--- src/hw/rtl/nvic_pkg.sv ---
// Shared constants, types and helper functions of the interrupt controller register block.
package nvic_pkg;

    // Number of interrupt lines and the storage it implies
    localparam int NUM_IRQ     = 64;
    localparam int BIT_WORDS   = (NUM_IRQ + 31) / 32;
    localparam int PRIO_WORDS  = (NUM_IRQ + 3) / 4;
    localparam int BIT_IDX_W   = (BIT_WORDS > 1) ? $clog2(BIT_WORDS) : 1;
    localparam int PRIO_IDX_W  = (PRIO_WORDS > 1) ? $clog2(PRIO_WORDS) : 1;

    // Field widths
    localparam int CMD_W       = 2;
    localparam int ADDR_W      = 9;
    localparam int DATA_W      = 32;
    localparam int ID_W        = 6;
    localparam int PRIO_W      = 3;
    localparam int LANES       = 4;
    localparam int PRIO_WORD_W = PRIO_W * LANES;
    localparam int PRIO_SHIFT  = 5;

    // Stream packing
    localparam int S_TDATA_W   = 48;
    localparam int M_TDATA_W   = 32;

    // Register map, word addresses
    localparam logic [ADDR_W-1:0] BASE_SET_EN   = 9'h040;
    localparam logic [ADDR_W-1:0] BASE_CLR_EN   = 9'h060;
    localparam logic [ADDR_W-1:0] BASE_SET_PEND = 9'h080;
    localparam logic [ADDR_W-1:0] BASE_CLR_PEND = 9'h0A0;
    localparam logic [ADDR_W-1:0] BASE_ACTIVE   = 9'h0C0;
    localparam logic [ADDR_W-1:0] BASE_PRIO     = 9'h100;

    typedef enum logic [CMD_W-1:0] {
        CMD_READ    = 2'd0,
        CMD_WRITE   = 2'd1,
        CMD_ACT_SET = 2'd2,
        CMD_ACT_CLR = 2'd3
    } cmd_t;

    // Decoded access, passed from the decoder to the register file
    typedef struct packed {
        logic                  wr;
        logic                  act_set;
        logic                  act_clr;
        logic                  act_ok;
        logic                  hit_set_en;
        logic                  hit_clr_en;
        logic                  hit_set_pend;
        logic                  hit_clr_pend;
        logic                  hit_active;
        logic                  hit_prio;
        logic                  err;
        logic [BIT_IDX_W-1:0]  bit_idx;
        logic [PRIO_IDX_W-1:0] prio_idx;
        logic [BIT_IDX_W-1:0]  act_idx;
        logic [4:0]            act_bit;
    } dec_t;

    // Implemented lines of one 32-bit bit word
    function automatic logic [DATA_W-1:0] line_mask(input logic [BIT_IDX_W-1:0] w);
        logic [DATA_W-1:0] m;
        m = '0;
        for (int i = 0; i < DATA_W; i++)
        begin
            m[i] = ((int'(w) * 32 + i) < NUM_IRQ);
        end
        return m;
    endfunction

    // Implemented lanes of one priority word
    function automatic logic [LANES-1:0] lane_mask(input logic [PRIO_IDX_W-1:0] p);
        logic [LANES-1:0] m;
        m = '0;
        for (int k = 0; k < LANES; k++)
        begin
            m[k] = ((int'(p) * LANES + k) < NUM_IRQ);
        end
        return m;
    endfunction

endpackage

--- src/hw/rtl/nested_interrupt_controller_regs.sv ---
// Top level of the interrupt controller register block: input and result registers.
// The input register holds each accepted item until its result is captured.
// Throughput: one item per cycle unless m_axis_tready stalls the output; the input
// and result registers each advance whenever the next stage is empty or being drained.
// Reset: rst_n clears all enable, pending, active and priority bits and empties
// both pipeline registers; the block is ready for items once reset is released.
module nested_interrupt_controller_regs
    import nvic_pkg::*;
(
    input  logic                 clk,
    input  logic                 rst_n,
    input  logic                 s_axis_tvalid,
    output logic                 s_axis_tready,
    input  logic [S_TDATA_W-1:0] s_axis_tdata,   // word_address, write_data, irq_id, pad
    input  logic [CMD_W-1:0]     s_axis_tuser,   // cmd
    output logic                 m_axis_tvalid,
    input  logic                 m_axis_tready,
    output logic [M_TDATA_W-1:0] m_axis_tdata,   // read_data
    output logic                 m_axis_tuser    // addr_error
);

    logic              in_valid_reg;
    logic [CMD_W-1:0]  cmd_reg;
    logic [ADDR_W-1:0] addr_reg;
    logic [DATA_W-1:0] wdata_reg;
    logic [ID_W-1:0]   id_reg;
    logic              out_valid_reg;
    logic [DATA_W-1:0] rdata_reg;
    logic              err_reg;
    logic              adv_out;
    logic              adv_in;
    dec_t              dec;
    logic [DATA_W-1:0] rdata_next;

    // Handshake: advance each stage when the one after it can take the item
    assign adv_out       = !out_valid_reg || m_axis_tready;
    assign adv_in        = !in_valid_reg || adv_out;
    assign s_axis_tready = adv_in;

    // Hold the accepted item
    always_ff @(posedge clk or negedge rst_n)
    begin
        if (!rst_n)
        begin
            in_valid_reg <= 1'b0;
        end
        else if (adv_in)
        begin
            in_valid_reg <= s_axis_tvalid;
        end
    end

    always_ff @(posedge clk)
    begin
        if (adv_in && s_axis_tvalid)
        begin
            cmd_reg   <= s_axis_tuser;
            addr_reg  <= s_axis_tdata[ADDR_W-1:0];
            wdata_reg <= s_axis_tdata[ADDR_W +: DATA_W];
            id_reg    <= s_axis_tdata[ADDR_W + DATA_W +: ID_W];
        end
    end

    nvic_decode u_decode (
        .cmd          (cmd_reg),
        .word_address (addr_reg),
        .irq_id       (id_reg),
        .dec          (dec)
    );

    nvic_regfile u_regfile (
        .clk        (clk),
        .rst_n      (rst_n),
        .fire       (in_valid_reg && adv_out),
        .dec        (dec),
        .write_data (wdata_reg),
        .read_data  (rdata_next)
    );

    // Capture the result
    always_ff @(posedge clk or negedge rst_n)
    begin
        if (!rst_n)
        begin
            out_valid_reg <= 1'b0;
        end
        else if (adv_out)
        begin
            out_valid_reg <= in_valid_reg;
        end
    end

    always_ff @(posedge clk)
    begin
        if (adv_out && in_valid_reg)
        begin
            rdata_reg <= rdata_next;
            err_reg   <= dec.err;
        end
    end

    assign m_axis_tvalid = out_valid_reg;
    assign m_axis_tdata  = rdata_reg;
    assign m_axis_tuser  = err_reg;

endmodule

--- src/hw/rtl/nvic_decode.sv ---
// Address and command decoder of the interrupt controller register block.
module nvic_decode
    import nvic_pkg::*;
(
    input  logic [CMD_W-1:0]  cmd,
    input  logic [ADDR_W-1:0] word_address,
    input  logic [ID_W-1:0]   irq_id,
    output dec_t              dec
);

    logic             bus;
    logic [3:0]       win;
    logic             off_ok;
    logic             prio_ok;
    logic             any_hit;

    // Split the address into a window code and an offset
    assign win     = word_address[ADDR_W-1:5];
    assign off_ok  = (word_address[4:0] < 5'(BIT_WORDS));
    assign prio_ok = word_address[8] && (word_address[7:0] < 8'(PRIO_WORDS));
    assign bus     = (cmd == CMD_READ) || (cmd == CMD_WRITE);

    // Build the decoded access
    always_comb
    begin
        dec              = '0;
        dec.wr           = (cmd == CMD_WRITE);
        dec.act_set      = (cmd == CMD_ACT_SET);
        dec.act_clr      = (cmd == CMD_ACT_CLR);
        dec.act_ok       = (32'(irq_id) < 32'(NUM_IRQ));
        dec.act_idx      = BIT_IDX_W'(irq_id >> 5);
        dec.act_bit      = irq_id[4:0];
        dec.bit_idx      = word_address[BIT_IDX_W-1:0];
        dec.prio_idx     = word_address[PRIO_IDX_W-1:0];
        dec.hit_set_en   = bus && off_ok && (win == BASE_SET_EN[ADDR_W-1:5]);
        dec.hit_clr_en   = bus && off_ok && (win == BASE_CLR_EN[ADDR_W-1:5]);
        dec.hit_set_pend = bus && off_ok && (win == BASE_SET_PEND[ADDR_W-1:5]);
        dec.hit_clr_pend = bus && off_ok && (win == BASE_CLR_PEND[ADDR_W-1:5]);
        dec.hit_active   = bus && off_ok && (win == BASE_ACTIVE[ADDR_W-1:5]);
        dec.hit_prio     = bus && prio_ok;
        any_hit          = dec.hit_set_en || dec.hit_clr_en || dec.hit_set_pend
                        || dec.hit_clr_pend || dec.hit_active || dec.hit_prio;
        dec.err          = bus && !any_hit;
    end

endmodule

--- src/hw/rtl/nvic_regfile.sv ---
// Enable, pending, active and priority registers with their read mux.
module nvic_regfile
    import nvic_pkg::*;
(
    input  logic              clk,
    input  logic              rst_n,
    input  logic              fire,
    input  dec_t              dec,
    input  logic [DATA_W-1:0] write_data,
    output logic [DATA_W-1:0] read_data
);

    logic [DATA_W-1:0]      enable_reg  [BIT_WORDS];
    logic [DATA_W-1:0]      pending_reg [BIT_WORDS];
    logic [DATA_W-1:0]      active_reg  [BIT_WORDS];
    logic [PRIO_WORD_W-1:0] prio_reg    [PRIO_WORDS];
    logic [DATA_W-1:0]      wmask;
    logic [LANES-1:0]       lmask;
    logic [PRIO_WORD_W-1:0] prio_wr;

    assign wmask = line_mask(dec.bit_idx);
    assign lmask = lane_mask(dec.prio_idx);

    // Merge written lanes into the stored priority word
    always_comb
    begin
        prio_wr = prio_reg[dec.prio_idx];
        for (int k = 0; k < LANES; k++)
        begin
            if (lmask[k])
            begin
                prio_wr[k*PRIO_W +: PRIO_W] = write_data[8*k + PRIO_SHIFT +: PRIO_W];
            end
        end
    end

    // Update the bit words
    always_ff @(posedge clk or negedge rst_n)
    begin
        if (!rst_n)
        begin
            for (int i = 0; i < BIT_WORDS; i++)
            begin
                enable_reg[i]  <= '0;
                pending_reg[i] <= '0;
                active_reg[i]  <= '0;
            end
        end
        else if (fire)
        begin
            if (dec.wr && dec.hit_set_en)
            begin
                enable_reg[dec.bit_idx] <= enable_reg[dec.bit_idx] | (write_data & wmask);
            end
            if (dec.wr && dec.hit_clr_en)
            begin
                enable_reg[dec.bit_idx] <= enable_reg[dec.bit_idx] & ~write_data;
            end
            if (dec.wr && dec.hit_set_pend)
            begin
                pending_reg[dec.bit_idx] <= pending_reg[dec.bit_idx] | (write_data & wmask);
            end
            if (dec.wr && dec.hit_clr_pend)
            begin
                pending_reg[dec.bit_idx] <= pending_reg[dec.bit_idx] & ~write_data;
            end
            if (dec.act_set && dec.act_ok)
            begin
                active_reg[dec.act_idx][dec.act_bit] <= 1'b1;
            end
            if (dec.act_clr && dec.act_ok)
            begin
                active_reg[dec.act_idx][dec.act_bit] <= 1'b0;
            end
        end
    end

    // Update the priority words
    always_ff @(posedge clk or negedge rst_n)
    begin
        if (!rst_n)
        begin
            for (int i = 0; i < PRIO_WORDS; i++)
            begin
                prio_reg[i] <= '0;
            end
        end
        else if (fire && dec.wr && dec.hit_prio)
        begin
            prio_reg[dec.prio_idx] <= prio_wr;
        end
    end

    // Select the read word; writes and commands return zero
    always_comb
    begin
        read_data = '0;
        if (!dec.wr)
        begin
            priority if (dec.hit_set_en || dec.hit_clr_en)
            begin
                read_data = enable_reg[dec.bit_idx];
            end
            else if (dec.hit_set_pend || dec.hit_clr_pend)
            begin
                read_data = pending_reg[dec.bit_idx];
            end
            else if (dec.hit_active)
            begin
                read_data = active_reg[dec.bit_idx];
            end
            else if (dec.hit_prio)
            begin
                for (int k = 0; k < LANES; k++)
                begin
                    read_data[8*k + PRIO_SHIFT +: PRIO_W] =
                        prio_reg[dec.prio_idx][k*PRIO_W +: PRIO_W];
                end
            end
            else
            begin
                // unmapped word or command: return zero
                read_data = '0;
            end
        end
    end

endmodule

--- config.mk ---
export PLATFORM = sky130hd
export DESIGN_NAME = nested_interrupt_controller_regs
export DESIGN_NICKNAME = d
export VERILOG_FILES = /design/src/hw/rtl/nvic_pkg.sv /design/src/hw/rtl/nested_interrupt_controller_regs.sv /design/src/hw/rtl/nvic_decode.sv /design/src/hw/rtl/nvic_regfile.sv
export SDC_FILE = /design/constraint.sdc
export NUM_CORES = 1
export LEC_CHECK = 0
export BUFFER_PORTS_ARGS = -buffer_cell sky130_fd_sc_hd__buf_2
export CAP_MARGIN = 20
export CELL_PAD_IN_SITES_DETAIL_PLACEMENT = 1
export CELL_PAD_IN_SITES_GLOBAL_PLACEMENT = 1
export CORE_ASPECT_RATIO = 0.9
export CORE_MARGIN = 3
export CORE_UTILIZATION = 45
export CTS_CLUSTER_SIZE = 14
export DETAILED_ROUTE_END_ITERATION = 12
export GPL_TIMING_DRIVEN = 0
export PLACE_DENSITY_LB_ADDON = 0.1
export SLEW_MARGIN = 25
export SYNTH_ARGS = -nofsm -noshare
export SYNTH_HDL_FRONTEND = slang
export SYNTH_HIERARCHICAL = 1
export SYNTH_SLANG_ARGS = --single-unit
--- constraint.sdc ---
create_clock -name clk -period 2.92 [get_ports clk]
set_input_delay 0.73 -clock clk [delete_from_list [all_inputs] [get_ports clk]]
set_output_delay 0.73 -clock clk [all_outputs]
set_load 0.01 [all_outputs]
==> results.yml <==
critical_path:
  timing.rr.end: "u_regfile/enable_reg[56]$_DFFE_PN0P_"
  r2r-start: "in_valid_reg$_DFFE_PN0P_"
  crit_path_frequent_cell: "clkbuf_1"
  start_kind: "flip-flop"
  critPathKind: "flip-flop to flip-flop"
  slowest_stage: "clkbuf_1"
  cp_top_family: "buffers and inverters"
  crit_path_max_incr_delay_ns: 0.73
  end_kind: "flip-flop"
  r2r_cells: 5
  worstPathRequired_ns: 3.34
  cp_data_arrival_time_ns: 3.24
  crit_chain: "and2_4, and3_1, clkbuf_1, clkbuf_1, a21oi_1"
  path_max_fanout: 11
  path_buf_inv: 2
  ff2ff_setup_slack_ns: 0.1
synth:
  synthDominantAreaCellType: "dfrtp_1"
  synth_area_mm2: 0.0210
  synthTopCellsByCount: "386 x dfrtp_1, 280 x a21oi_1, 204 x mux2_2, 129 x a31oi_1, 89 x clkbuf_1"
  yosysWarnings: 6
  avgSynthCellArea_um2: 12.9
  synth-seq-cells: 468
  ys_seq_area_share_pct: 57.6
  synthCells: 1627
  ys_types: 50
  ys_async_sr_fraction_pct: 82.5
  synth_most_common_cell: "dfrtp_1"
  yosys_most_used_dff: "dfrtp_1"
  ys_top_cells_by_area: "dfrtp_1 46%, edfxtp_1 12%, mux2_2 11%"
  syn_nets: 1681
  synth_top_area_share_pct: 45.9
  synth_edf_count: 82
layout:
  fin_area_mm2: 0.0241
  area_growth_pct: 14.6
  regArea_mm2: 0.0121
  largest_reg_flops: 192
  n_antenna_cell: 0
  multi_input_area_mm2: 0.00820
  nets: 1824
  fill_cells: 4670
  utilization_pct: 52.7
  final_layout_size_suffix_gt1_share_pct: 27.8
clock_network:
  clock_latency_ns: 0.60
  clk_pin_slew_ns: 0.06
  cts.sinks: 468
  cts.hold.buffers_added: 0
  cts-buffers-inserted: 50
  cts_tree: "yes"
  cts-root-buf: "clkbuf_16"
  htreeDepth: 2
  cts_setup_buffers: 0
  cts_buffer_depth: 3
floorplanning:
  rows: 74
  fp.dieH_um: 211
  dieWidth_um: 234
  core_mm2: 0.0457
  floorplan.die_area_mm2: 0.0494
  io_pins: 89
  start_util_pct: 46.0
drt:
  drt_iter0_markers: 1171
  drt_first_pass_iters: 5
  wl_met1_um: 31700
  wirelength_um: 65600
  ant_nets: 0
  wl_met2_um: 28400
  highest_layer: "met5"
  wire_per_inst_um: 27.1
  vias: 14900
  drc_errors: 0
  vias_per_cell: 6.14
  routed-wl-met3_um: 4230
power_and_ir_drop:
  power.density_mw_per_mm2: 589
  finalPower_mw: 14.2
  power_leakage_nw: 11.0
  ir_drop_uv: 440
min_path:
  worstHoldPathType: "primary input to async pin"
grt:
  grt_overflow: 0
  grt_max_degree: 91
  grtUsageTotal_pct: 26.7
  grt_pass1_vias: 15500
  grt_pass1_wl_um: 98600
  antenna_found_initial: 2
sta:
  finalClockSkew_ns: 0.0154
  tightest_slew_ns: 1.08
  slew_headroom_pct: 27.6
  slew_viol_final: 0
  final_hold_viol_count: 0
  holdWs_ns: 0.0263
  fmax_mhz: 355
  setup_viol_count_final: 0
  finalCritPeriodShare_pct: 96.6
  min_period_ns: 2.82
placed_design:
  dp_hpwl_um: 44700
  placed_area_mm2: 0.0224
  gp_congestion: 0.842
  portBuffers: 87
flow_run:
  maxCapViolCount: 0
status:
  status: "finished clean"
==> through the flow <==
| stage | instances | setup TNS [ns] | worst slack [ns] |
|---|---|---|---|
| final | 2420 | 0 | 0.0996 |
| after global routing | 2420 | -0.0404 | -0.0256 |
| after CTS | 2420 | 0 | 0.00349 |
| after detailed placement | 2326 | -88.92 | -0.433 |
| after global placement | 2322 | -2771.29 | -6.67 |
| after floorplan | 1627 | 0 | 0.0612 |
==> timing repair <==
action	CTS	global route
endpoints found under the setup margin	76	187
resized for setup	6	42
gates cloned	1	1
pin swaps	0	1
==> kinds of logic (layout without fill, tap and decap cells) <==
logic type,count (synthesis),count (layout),share of synthesized area [%]
AO/OA/AOI/OAI,510,510,13.9
flip-flops,468,468,57.6
multiplexers,336,336,20.6
buffers and inverters,164,347,3.79
AND/OR/NAND/NOR,148,150,4.08
other,1,1,0.0178
==> layout by cell type (no fill, tap or decap), types with 29 or more instances in the layout <==
| cell | synthesis | routed |
|---|---|---|
| mux2_2 | 204 | 204 |
| dfrtp_1 | 386 | 386 |
| mux2i_1 | 84 | 84 |
| nor2b_1 | 35 | 35 |
| nor2_1 | 47 | 47 |
| buf_2 | 37 | 120 |
| clkbuf_16 | 0 | 51 |
| a31oi_1 | 129 | 129 |
| mux4_1 | 29 | 29 |
| edfxtp_1 | 82 | 82 |
| a21oi_1 | 280 | 280 |
| clkbuf_1 | 89 | 83 |
==> area by class of cell <==
class	count	area share, %
tap	608	3.15
timing repair buffer	91	2.30
multi-input combinational	997	34.0
clock inverter	20	0.768
buffer	161	3.41
inverter	1	0.0156
sequential	468	50.3
clock buffer	74	6.07
==> worst register-to-register path: cells and delay by family, from the launching register on <==
kind            cells  cell delay [ns]
simple gates        2             0.64
flops               1             0.62
compound gates      1             0.21
buf+inv             2             1.19
==> per-layer routing <==
metal | vias to the layer above | global-route usage (%)
met4 | 2 | 6.06
met2 | 468 | 38.3
li1 | 6442 | -
met3 | 87 | 5.31
met5 | - | 0
met1 | 7868 | 41.7
==> how the worst max path moves through the flow <==
stage | endpoint | depth (start not counted) | slack (ns) | from
3_5_place_dp | u_regfile/prio_reg[20]$_DFFE_PN0P_ | 9 | -0.43 | m_axis_tready
2_1_floorplan | u_regfile/prio_reg[181]$_DFFE_PN0P_ | 7 | 0.06 | m_axis_tready
6_report | u_regfile/enable_reg[56]$_DFFE_PN0P_ | 5 | 0.1 | in_valid_reg$_DFFE_PN0P_
5_1_grt | m_axis_tdata[30]$_DFFE_PP_ | 6 | -0.03 | cmd_reg[1]$_DFFE_PP_
4_1_cts | u_regfile/enable_reg[56]$_DFFE_PN0P_ | 7 | 0.003 | m_axis_tvalid$_DFFE_PN0P_
3_3_place_gp | u_regfile/active_reg[27]$_DFFE_PN0P_ | 1 | -6.67 | rst_n
==> power breakdown <==
group	total, mW	switching [mW]	internal [mW]
registers	6.89	0.0971	6.79
clock network	6.43	2.69	3.73
logic	0.890	0.631	0.259
total	14.2	3.42	10.8
Power figures use the tool's default switching activity.
